### config.mk
export PLATFORM = sky130hd
export DESIGN_NAME = spectral_peak_pitch_voter
export DESIGN_NICKNAME = d
export VERILOG_FILES = /design/src/spv_pkg.sv /design/src/spv_peak_trk.sv /design/src/spv_hist_mem.sv /design/src/spv_vote_seq.sv /design/src/spectral_peak_pitch_voter.sv
export SDC_FILE = /design/constraint.sdc
export NUM_CORES = 1
export LEC_CHECK = 0
export ABC_AREA = 1
export BUFFER_PORTS_ARGS = -buffer_cell sky130_fd_sc_hd__buf_2
export CAP_MARGIN = 20
export CORE_ASPECT_RATIO = 1.1
export CORE_MARGIN = 4
export CORE_UTILIZATION = 23
export DETAILED_ROUTE_END_ITERATION = 12
export PLACE_DENSITY = 0.38
export RECOVER_POWER = 100
export SKIP_CTS_REPAIR_TIMING = 1
export SLEW_MARGIN = 5
export SYNTH_ARGS = -nofsm -noshare
export SYNTH_HDL_FRONTEND = slang
export SYNTH_SLANG_ARGS = --single-unit
### constraint.sdc
create_clock -name clk -period 5.5 [get_ports clk]
set_input_delay 1.1 -clock clk [delete_from_list [all_inputs] [get_ports clk]]
set_output_delay 1.1 -clock clk [all_outputs]
set_load 0.005 [all_outputs]
### src/spv_pkg.sv
`timescale 1ns / 1ps
`default_nettype none

package spv_pkg;

	// history geometry
	localparam int HIST_DEPTH = 16;
	localparam int BIN_BITS   = 12;
	localparam int HIST_AW    = (HIST_DEPTH > 1) ? $clog2(HIST_DEPTH) : 1;
	localparam int CNT_W      = $clog2(HIST_DEPTH + 1);

	// port widths
	localparam int BIN_IN_BITS  = 12;
	localparam int AMP_BITS     = 24;
	localparam int TOL_BITS     = 12;
	localparam int AGREE_BITS   = 7;
	localparam int CFG_IDX_BITS = 2;
	localparam int CFG_DAT_BITS = 24;
	localparam int CMP_W        = (BIN_BITS > TOL_BITS) ? BIN_BITS : TOL_BITS;

	// configuration register indexes
	localparam logic [CFG_IDX_BITS-1:0] CFG_THRESHOLD = CFG_IDX_BITS'(0);
	localparam logic [CFG_IDX_BITS-1:0] CFG_TOLERANCE = CFG_IDX_BITS'(1);

	// register reset values
	localparam logic [AMP_BITS-1:0] THRESHOLD_RST = AMP_BITS'(459);
	localparam logic [TOL_BITS-1:0] TOLERANCE_RST = TOL_BITS'(3);

	// read request from the vote sequencer to the history memory
	typedef struct packed {
		logic [HIST_AW-1:0] addr_a;
		logic [HIST_AW-1:0] addr_b;
	} spv_rd_req_t;

	// vote result
	typedef struct packed {
		logic                done;
		logic                busy;
		logic [BIN_BITS-1:0] bin;
		logic [CNT_W-1:0]    count;
	} spv_vote_res_t;

endpackage

`default_nettype wire

### src/spv_peak_trk.sv
`timescale 1ns / 1ps
`default_nettype none

module spv_peak_trk import spv_pkg::*; (
	input  wire logic                clk,
	input  wire logic                arst_n,
	input  wire logic                accept,
	input  wire logic [BIN_BITS-1:0] bin,
	input  wire logic [AMP_BITS-1:0] amp,
	input  wire logic                last,
	input  wire logic [AMP_BITS-1:0] threshold,
	output logic      [BIN_BITS-1:0] peak
);

	logic [BIN_BITS-1:0] bin_q;
	logic [AMP_BITS-1:0] level_q;
	logic                started_q;

	// advance the running maximum; the first bin of a frame seeds it
	always_ff @(posedge clk or negedge arst_n) begin
		if (!arst_n) begin
			bin_q     <= '0;
			level_q   <= '0;
			started_q <= 1'b0;
		end else if (accept) begin
			if (!started_q || (amp > level_q)) begin
				bin_q   <= bin;
				level_q <= amp;
			end
			started_q <= !last;
		end
	end

	// drop a peak below threshold to bin zero
	assign peak = (level_q < threshold) ? '0 : bin_q;

endmodule

`default_nettype wire

### src/spv_hist_mem.sv
`timescale 1ns / 1ps
`default_nettype none

module spv_hist_mem import spv_pkg::*; (
	input  wire logic                clk,
	input  wire logic                arst_n,
	input  wire logic                wr_en,
	input  wire logic [HIST_AW-1:0]  wr_addr,
	input  wire logic [BIN_BITS-1:0] wr_data,
	input  wire spv_rd_req_t         rd_req,
	output logic      [BIN_BITS-1:0] rd_data_a,
	output logic      [BIN_BITS-1:0] rd_data_b
);

	logic [BIN_BITS-1:0]   mem [HIST_DEPTH];
	logic [HIST_DEPTH-1:0] valid_q;

	// mark entries once written; unwritten entries read as zero
	always_ff @(posedge clk or negedge arst_n) begin
		if (!arst_n) begin
			valid_q <= '0;
		end else if (wr_en) begin
			valid_q[wr_addr] <= 1'b1;
		end
	end

	// write port and two registered read ports
	always_ff @(posedge clk) begin
		if (wr_en) begin
			mem[wr_addr] <= wr_data;
		end
		rd_data_a <= valid_q[rd_req.addr_a] ? mem[rd_req.addr_a] : '0;
		rd_data_b <= valid_q[rd_req.addr_b] ? mem[rd_req.addr_b] : '0;
	end

endmodule

`default_nettype wire

### src/spv_vote_seq.sv
`timescale 1ns / 1ps
`default_nettype none

module spv_vote_seq import spv_pkg::*; (
	input  wire logic                clk,
	input  wire logic                arst_n,
	input  wire logic                start,
	input  wire logic [HIST_AW-1:0]  base,
	input  wire logic [TOL_BITS-1:0] tolerance,
	output spv_rd_req_t              rd_req,
	input  wire logic [BIN_BITS-1:0] rd_data_a,
	input  wire logic [BIN_BITS-1:0] rd_data_b,
	output spv_vote_res_t            res
);

	localparam logic [HIST_AW-1:0] LAST_ADDR = HIST_AW'(HIST_DEPTH - 1);

	logic               run_q;
	logic [HIST_AW-1:0] pa_q;
	logic [HIST_AW-1:0] ia_q;
	logic [HIST_AW-1:0] ib_q;
	logic               iss_s1;
	logic               end_row_s1;
	logic               end_all_s1;
	logic [CNT_W-1:0]   n_q;
	logic [CNT_W-1:0]   best_cnt_q;
	logic [BIN_BITS-1:0] best_bin_q;
	logic               done_q;

	logic                ib_last;
	logic                ia_last;
	logic [BIN_BITS-1:0] diff;
	logic                agree;
	logic [CNT_W-1:0]    n_next;

	assign ib_last = (ib_q == LAST_ADDR);
	assign ia_last = (ia_q == LAST_ADDR);

	assign rd_req.addr_a = pa_q;
	assign rd_req.addr_b = ib_q;

	// compare one pair of entries read in the previous cycle
	always_comb begin
		diff   = (rd_data_a > rd_data_b) ? (rd_data_a - rd_data_b) : (rd_data_b - rd_data_a);
		agree  = (CMP_W'(diff) < CMP_W'(tolerance));
		n_next = n_q + CNT_W'(agree);
	end

	// issue every (candidate, entry) pair, candidates oldest first
	always_ff @(posedge clk or negedge arst_n) begin
		if (!arst_n) begin
			run_q      <= 1'b0;
			pa_q       <= '0;
			ia_q       <= '0;
			ib_q       <= '0;
			iss_s1     <= 1'b0;
			end_row_s1 <= 1'b0;
			end_all_s1 <= 1'b0;
		end else begin
			iss_s1     <= run_q;
			end_row_s1 <= run_q && ib_last;
			end_all_s1 <= run_q && ib_last && ia_last;
			if (start) begin
				run_q <= 1'b1;
				pa_q  <= base;
				ia_q  <= '0;
				ib_q  <= '0;
			end else if (run_q) begin
				if (ib_last) begin
					ib_q <= '0;
					ia_q <= ia_q + HIST_AW'(1);
					pa_q <= (pa_q == LAST_ADDR) ? '0 : (pa_q + HIST_AW'(1));
					if (ia_last) begin
						run_q <= 1'b0;
					end
				end else begin
					ib_q <= ib_q + HIST_AW'(1);
				end
			end
		end
	end

	// count agreements per candidate and keep the strictly better one
	always_ff @(posedge clk or negedge arst_n) begin
		if (!arst_n) begin
			n_q        <= '0;
			best_cnt_q <= '0;
			best_bin_q <= '0;
			done_q     <= 1'b0;
		end else begin
			done_q <= iss_s1 && end_all_s1;
			if (start) begin
				n_q        <= '0;
				best_cnt_q <= '0;
				best_bin_q <= '0;
			end else if (iss_s1) begin
				if (end_row_s1) begin
					n_q <= '0;
					if (n_next > best_cnt_q) begin
						best_cnt_q <= n_next;
						best_bin_q <= rd_data_a;
					end
				end else begin
					n_q <= n_next;
				end
			end
		end
	end

	assign res.done  = done_q;
	assign res.busy  = run_q || iss_s1;
	assign res.bin   = best_bin_q;
	assign res.count = best_cnt_q;

endmodule

`default_nettype wire

### src/spectral_peak_pitch_voter.sv
`timescale 1ns / 1ps
`default_nettype none

// Spectral peak picker with a pitch vote over recent frames. Bins of one frame
// arrive one per request, the last one marked; a bin that is not the last is
// taken with no stall. The last bin closes the frame: its peak (bin 0 when below
// amplitude_threshold) goes into a 16-entry history memory, and a vote then
// counts, for each history entry, how many entries lie closer than
// bin_tolerance. One pair is compared per cycle through the two read ports of
// the history memory, and a closing bin holds the input stalled until the
// result (peak_bin, consensus_bin, agree_count) is registered at the output.
// Ties in the vote go to the oldest entry. The history reads as zeros after
// reset; no clearing pass is needed. Configuration writes are always taken
// (cfg_ready is high) and belong in idle periods.
module spectral_peak_pitch_voter import spv_pkg::*; (
	input  wire logic                    clk,
	input  wire logic                    arst_n,
	// configuration
	input  wire logic                    cfg_valid,
	output logic                         cfg_ready,
	input  wire logic [CFG_IDX_BITS-1:0] cfg_index,
	input  wire logic [CFG_DAT_BITS-1:0] cfg_data,
	// bin requests
	input  wire logic                    in_valid,
	output logic                         in_stall,
	input  wire logic [BIN_IN_BITS-1:0]  bin_index,
	input  wire logic [AMP_BITS-1:0]     amplitude,
	input  wire logic                    last_bin,
	// frame results
	output logic                         out_valid,
	input  wire logic                    out_stall,
	output logic      [BIN_IN_BITS-1:0]  peak_bin,
	output logic      [BIN_IN_BITS-1:0]  consensus_bin,
	output logic      [AGREE_BITS-1:0]   agree_count
);

	typedef enum logic [1:0] {
		ST_IDLE,
		ST_CLOSE,
		ST_VOTE
	} state_t;

	localparam logic [HIST_AW-1:0] LAST_ADDR = HIST_AW'(HIST_DEPTH - 1);

	state_t              state_q;
	logic [AMP_BITS-1:0] threshold_q;
	logic [TOL_BITS-1:0] tolerance_q;
	logic [HIST_AW-1:0]  wp_q;
	logic [HIST_AW-1:0]  wp_next;
	logic [BIN_BITS-1:0] peak_q;
	logic                res_ready_q;
	logic                out_valid_q;

	logic                in_accept;
	logic                cfg_accept;
	logic [BIN_BITS-1:0] trk_peak;
	logic                hist_wr;
	logic                vote_start;
	spv_rd_req_t         rd_req;
	logic [BIN_BITS-1:0] rd_data_a;
	logic [BIN_BITS-1:0] rd_data_b;
	spv_vote_res_t       vote_res;

	assign cfg_ready  = 1'b1;
	assign cfg_accept = cfg_valid && cfg_ready;
	assign in_stall   = (state_q != ST_IDLE);
	assign in_accept  = in_valid && !in_stall;
	assign out_valid  = out_valid_q;

	assign hist_wr    = (state_q == ST_CLOSE);
	assign vote_start = (state_q == ST_CLOSE);
	assign wp_next    = (wp_q == LAST_ADDR) ? '0 : (wp_q + HIST_AW'(1));

	// hold configuration registers
	always_ff @(posedge clk or negedge arst_n) begin
		if (!arst_n) begin
			threshold_q <= THRESHOLD_RST;
			tolerance_q <= TOLERANCE_RST;
		end else if (cfg_accept) begin
			unique case (cfg_index)
				CFG_THRESHOLD: threshold_q <= cfg_data[AMP_BITS-1:0];
				CFG_TOLERANCE: tolerance_q <= cfg_data[TOL_BITS-1:0];
				default: ;
			endcase
		end
	end

	spv_peak_trk u_trk (
		.clk       (clk),
		.arst_n    (arst_n),
		.accept    (in_accept),
		.bin       (BIN_BITS'(bin_index)),
		.amp       (amplitude),
		.last      (last_bin),
		.threshold (threshold_q),
		.peak      (trk_peak)
	);

	spv_hist_mem u_mem (
		.clk       (clk),
		.arst_n    (arst_n),
		.wr_en     (hist_wr),
		.wr_addr   (wp_q),
		.wr_data   (trk_peak),
		.rd_req    (rd_req),
		.rd_data_a (rd_data_a),
		.rd_data_b (rd_data_b)
	);

	spv_vote_seq u_vote (
		.clk       (clk),
		.arst_n    (arst_n),
		.start     (vote_start),
		.base      (wp_next),
		.tolerance (tolerance_q),
		.rd_req    (rd_req),
		.rd_data_a (rd_data_a),
		.rd_data_b (rd_data_b),
		.res       (vote_res)
	);

	// sequence frame close, vote and output register
	always_ff @(posedge clk or negedge arst_n) begin
		if (!arst_n) begin
			state_q       <= ST_IDLE;
			wp_q          <= '0;
			peak_q        <= '0;
			res_ready_q   <= 1'b0;
			out_valid_q   <= 1'b0;
			peak_bin      <= '0;
			consensus_bin <= '0;
			agree_count   <= '0;
		end else begin
			if (out_valid_q && !out_stall) begin
				out_valid_q <= 1'b0;
			end
			if (vote_res.done) begin
				res_ready_q <= 1'b1;
			end
			unique case (state_q)
				ST_IDLE: begin
					if (in_accept && last_bin) begin
						state_q <= ST_CLOSE;
					end
				end
				ST_CLOSE: begin
					peak_q  <= trk_peak;
					wp_q    <= wp_next;
					state_q <= ST_VOTE;
				end
				ST_VOTE: begin
					if (res_ready_q && (!out_valid_q || !out_stall)) begin
						res_ready_q   <= 1'b0;
						out_valid_q   <= 1'b1;
						peak_bin      <= BIN_IN_BITS'(peak_q);
						consensus_bin <= BIN_IN_BITS'(vote_res.bin);
						agree_count   <= AGREE_BITS'(vote_res.count);
						state_q       <= ST_IDLE;
					end
				end
				default: state_q <= ST_IDLE;
			endcase
		end
	end

	// history write never overlaps a running vote
	assert property (@(posedge clk) disable iff (!arst_n)
		!(hist_wr && vote_res.busy))
		else $error("history written during vote");

	// a vote result follows only a running vote
	assert property (@(posedge clk) disable iff (!arst_n)
		vote_res.done |-> $past(vote_res.busy))
		else $error("vote done without a running vote");

	// no agreement means the consensus stays at bin zero
	assert property (@(posedge clk) disable iff (!arst_n)
		(out_valid && (agree_count == '0)) |-> (consensus_bin == '0))
		else $error("consensus set without agreement");

	// agreement count never exceeds the history depth
	assert property (@(posedge clk) disable iff (!arst_n)
		out_valid |-> (agree_count <= AGREE_BITS'(HIST_DEPTH)))
		else $error("agreement count out of range");

endmodule

`default_nettype wire

==> metrics.md <==
| Metric | Value |
|---|---|
| Crit path max fanout | 12 |
| CP Capture Type | flip-flop |
| Static Leakage | slightly above 10 nW |
| CTS sink count | about 400 |
| Flop-to-flop setup slack | 0.59 ns |
| Largest area contributor in the netlist | edfxtp_1 |
| DR pass1 iterations | 5 |
| RSZ-0062 raised after global routing | false |
| Vias | approximately 16,000 |
| Critical Path Start | u_mem.rd_data_a[2] |
| Seq/Total Area, Yosys | a little over half |
| Vias in the first global route | 16,040 |
| All-Layer GR Usage | 13.82% |
| GRT overflow | 0 |
| Longest Clk Path Bufs | 3 |
| Wirelength, routed | ~66 mm |
| Layout fillers | ~9,500 |
| Drc violations | 0 |
| Syn Std Cell Area | around 20,000 µm² |
| CP Class | reg2reg |
| Worst min-delay path category | reg2reg |
| Period Utilization, post-route | approximately 90% |
| Arr. time, crit path | 5.41 ns |
| Antenna cells | 0 |
| Post-route setup TNS | 0 ns |
| CP dominant cell by count | nand2_1 |
| Routability Congestion | between 0.8 and 0.9 |
| R2R cell count | 35 |
| Vias/cell | between 4 and 5 |
| Pin count of the biggest net entering global routing | 87 |
| Endpoint of the worst-slack reg-to-reg timing path | u_vote.best_bin_q[4] |
| Leading cell types by count after synthesis | 352 x nand2_1, 272 x inv_1, 251 x o21ai_0 |
| CTS root buffer | clkbuf_16 |
| Status | finished, violations left |
| Avg Cell Area, Syn | 9.041 µm² |
| Die area | 93,520 µm² |
| Final Skew | approximately 0.03 ns |
| CTS tree | done |
| Post-synth top area share | about 28% |
| Peak supply drop | around 0.21 mV |
| Max_cap viols | 11 |
| Core area | slightly below 90,000 µm² |
| Rows | roughly 110 |
| Largest stage delay on the critical path | approximately 0.42 ns |
| # IOs | ~100 |
| First-pass GRT wire length | approximately 100 mm |
| Share of flip-flops with an asynchronous set or reset | a little under half |
| Clock Latency Late Sink | 0.59 ns |
| Synth cell types | 53 |
| Warnings from Yosys | 0 |
| Worst-path clk slew | ~0.06 ns |
| Initial Util | between 20 and 25% |
| Failing checks | max-capacitance violations, max-slew violations |
| Total CTS buffers | 48 |
| Syn Inst Count | ~2,300 |
| Crit path time final | 4.911 ns |
| Final #Nets | roughly 2,500 |
| Final Util | a little over a quarter |
| RR Startpoint | u_mem.rd_data_a[2] |
| Area delta synth->final | 15.08% |
| # setup viols final | 0 |
| Number of flops mapped to enable cells by yosys | between 150 and 200 |
| Worst Max-Slew Pin Slew | between 3 and 4 ns |
| Wirelength per Cell | 18.77 µm |
| CP startpoint kind | flip-flop |
| Required @ worst endpoint | approximately 6.0 ns |
| Die Height | roughly 320 µm |
| CP endpoint | u_vote.best_bin_q[4] |
| Critical Path Slowest Stage Cell | ha_1 |
| Synth Register Bits | 393 |
| CTS H-tree depth | 2 |
| Final Slew Violations | around 310 |
| Detail Route Antenna Nets | 0 |
| Share of cells above drive strength 1 | around a tenth |
| Initial DRC count | 1,256 |
| Initial antenna violation count | 0 |
| Ranking of synthesized cells by area | edfxtp_1 28%, dfrtp_1 21%, nand2_1 6.5%, o21ai_0 6.2%, ha_1 5.8% |
| Most numerous cell in the Yosys netlist | nand2_1 |
| Hpwl dp | 44.52 mm |
| Relative slew slack | -103.5% |
| I/O Buffers | 98 |
| Die X-Extent | 291.9 µm |
| Power Density | ~570 nW/µm² |
| Final Hold Vio Count | 0 |
| Fmax | 0.2036 GHz |
| Ys flop type | edfxtp_1 |
sequential cells by signal, indices dropped and copies added (netlist names), 16 cells and up:
signal and flops:
u_mem.mem 192, threshold_q 24, u_trk.level_q 24, u_mem.valid_q 16
kinds of logic after synthesis:
kind of cell             synth area share (%)
adder cells (fa/ha/maj)                 6.024
AO/OA/AOI/OAI                           14.78
AND/OR/NAND/NOR                         15.67
other                                 0.03682
XOR/XNOR                                1.031
buffers and inverters                   8.692
flip-flops                              52.39
multiplexers                            1.380
critical path: cells and delay by family (launching register included):
| kind | cells | cell delay (ns) |
|---|---|---|
| buffers and inverters | 5 | 0.51 |
| XOR/XNOR | 1 | 0.20 |
| adder cells (fa/ha/maj) | 5 | 1.41 |
| AND/OR/NAND/NOR | 20 | 1.84 |
| flip-flops | 1 | 0.36 |
| AO/OA/AOI/OAI | 4 | 0.52 |
worst min-delay path by stage:
stage | end | from | cells past startpoint | slack, ns
2_1_floorplan | u_vote.done_q | u_vote.end_all_s1 | 2 | 0.41
3_3_place_gp | u_vote.done_q | u_vote.end_all_s1 | 2 | 0.45
3_5_place_dp | u_vote.done_q | u_vote.end_all_s1 | 2 | 0.44
4_1_cts | u_vote.done_q | u_vote.end_all_s1 | 2 | 0.45
5_1_grt | u_vote.done_q | u_vote.end_all_s1 | 2 | 0.47
6_report | u_vote.done_q | u_vote.end_all_s1 | 2 | 0.44
per-stage QoR:
step           total power, mW  area (µm²)  instances  setup WS, ns  hold slack, ns
4_1_cts                  13.48       23620       3529        0.3448          0.4506
3_3_place_gp             10.15       22020       3438        0.5418          0.4457
3_5_place_dp             10.20       22040       3440        0.3740          0.4398
5_1_grt                  14.40       23470       3536       0.02210          0.4656
6_report                 13.27       23470       3536        0.5887          0.4383
2_1_floorplan            8.297       20400       2257         1.092          0.4126
metal layers:
metal  vias up  global-route usage [%]  wire length (µm)
met5         -                       0                 0
met4         0                   4.557              2175
met3       107                   1.731              3157
met2       411                   24.00             32060
met1      7793                   17.84             28960
li1       7741                       -                 -
placed cells by master (no fill, tap or decap), types with 23 or more instances in the layout:
master and instances:
nor2_1 149, clkbuf_1 72, inv_1 278, buf_2 72, edfxtp_1 192, nand2_2 39
nand3_1 156, a21oi_1 199, dfxtp_1 24, o211ai_1 38, o21ai_0 252, o21ai_1 47
ha_1 92, dfrtp_1 167, xor2_1 23, nand2_1 356, clkbuf_16 50
power by group:
part	leakage [nW]	total, mW	switching [mW]	internal [mW]
clock	0.775	3.18	1.27	1.91
combinational	5.26	6.00	4.12	1.88
sequential	4.24	4.09	0.450	3.64
total	10.3	13.3	5.84	7.43
layout make-up:
cell class	instances	area (µm²)	share of cell area, %
Timing Repair Buffer	149	743.2	3.166
Multi-Input combinational cell	1453	7914	33.71
Clock inverter	10	111.4	0.4744
Sequential cell	393	10690	45.53
Inverter	292	1096	4.669
Tap cell	1160	1451	6.183
Clock buffer	79	1470	6.263
Power figures use the tool's default switching activity.
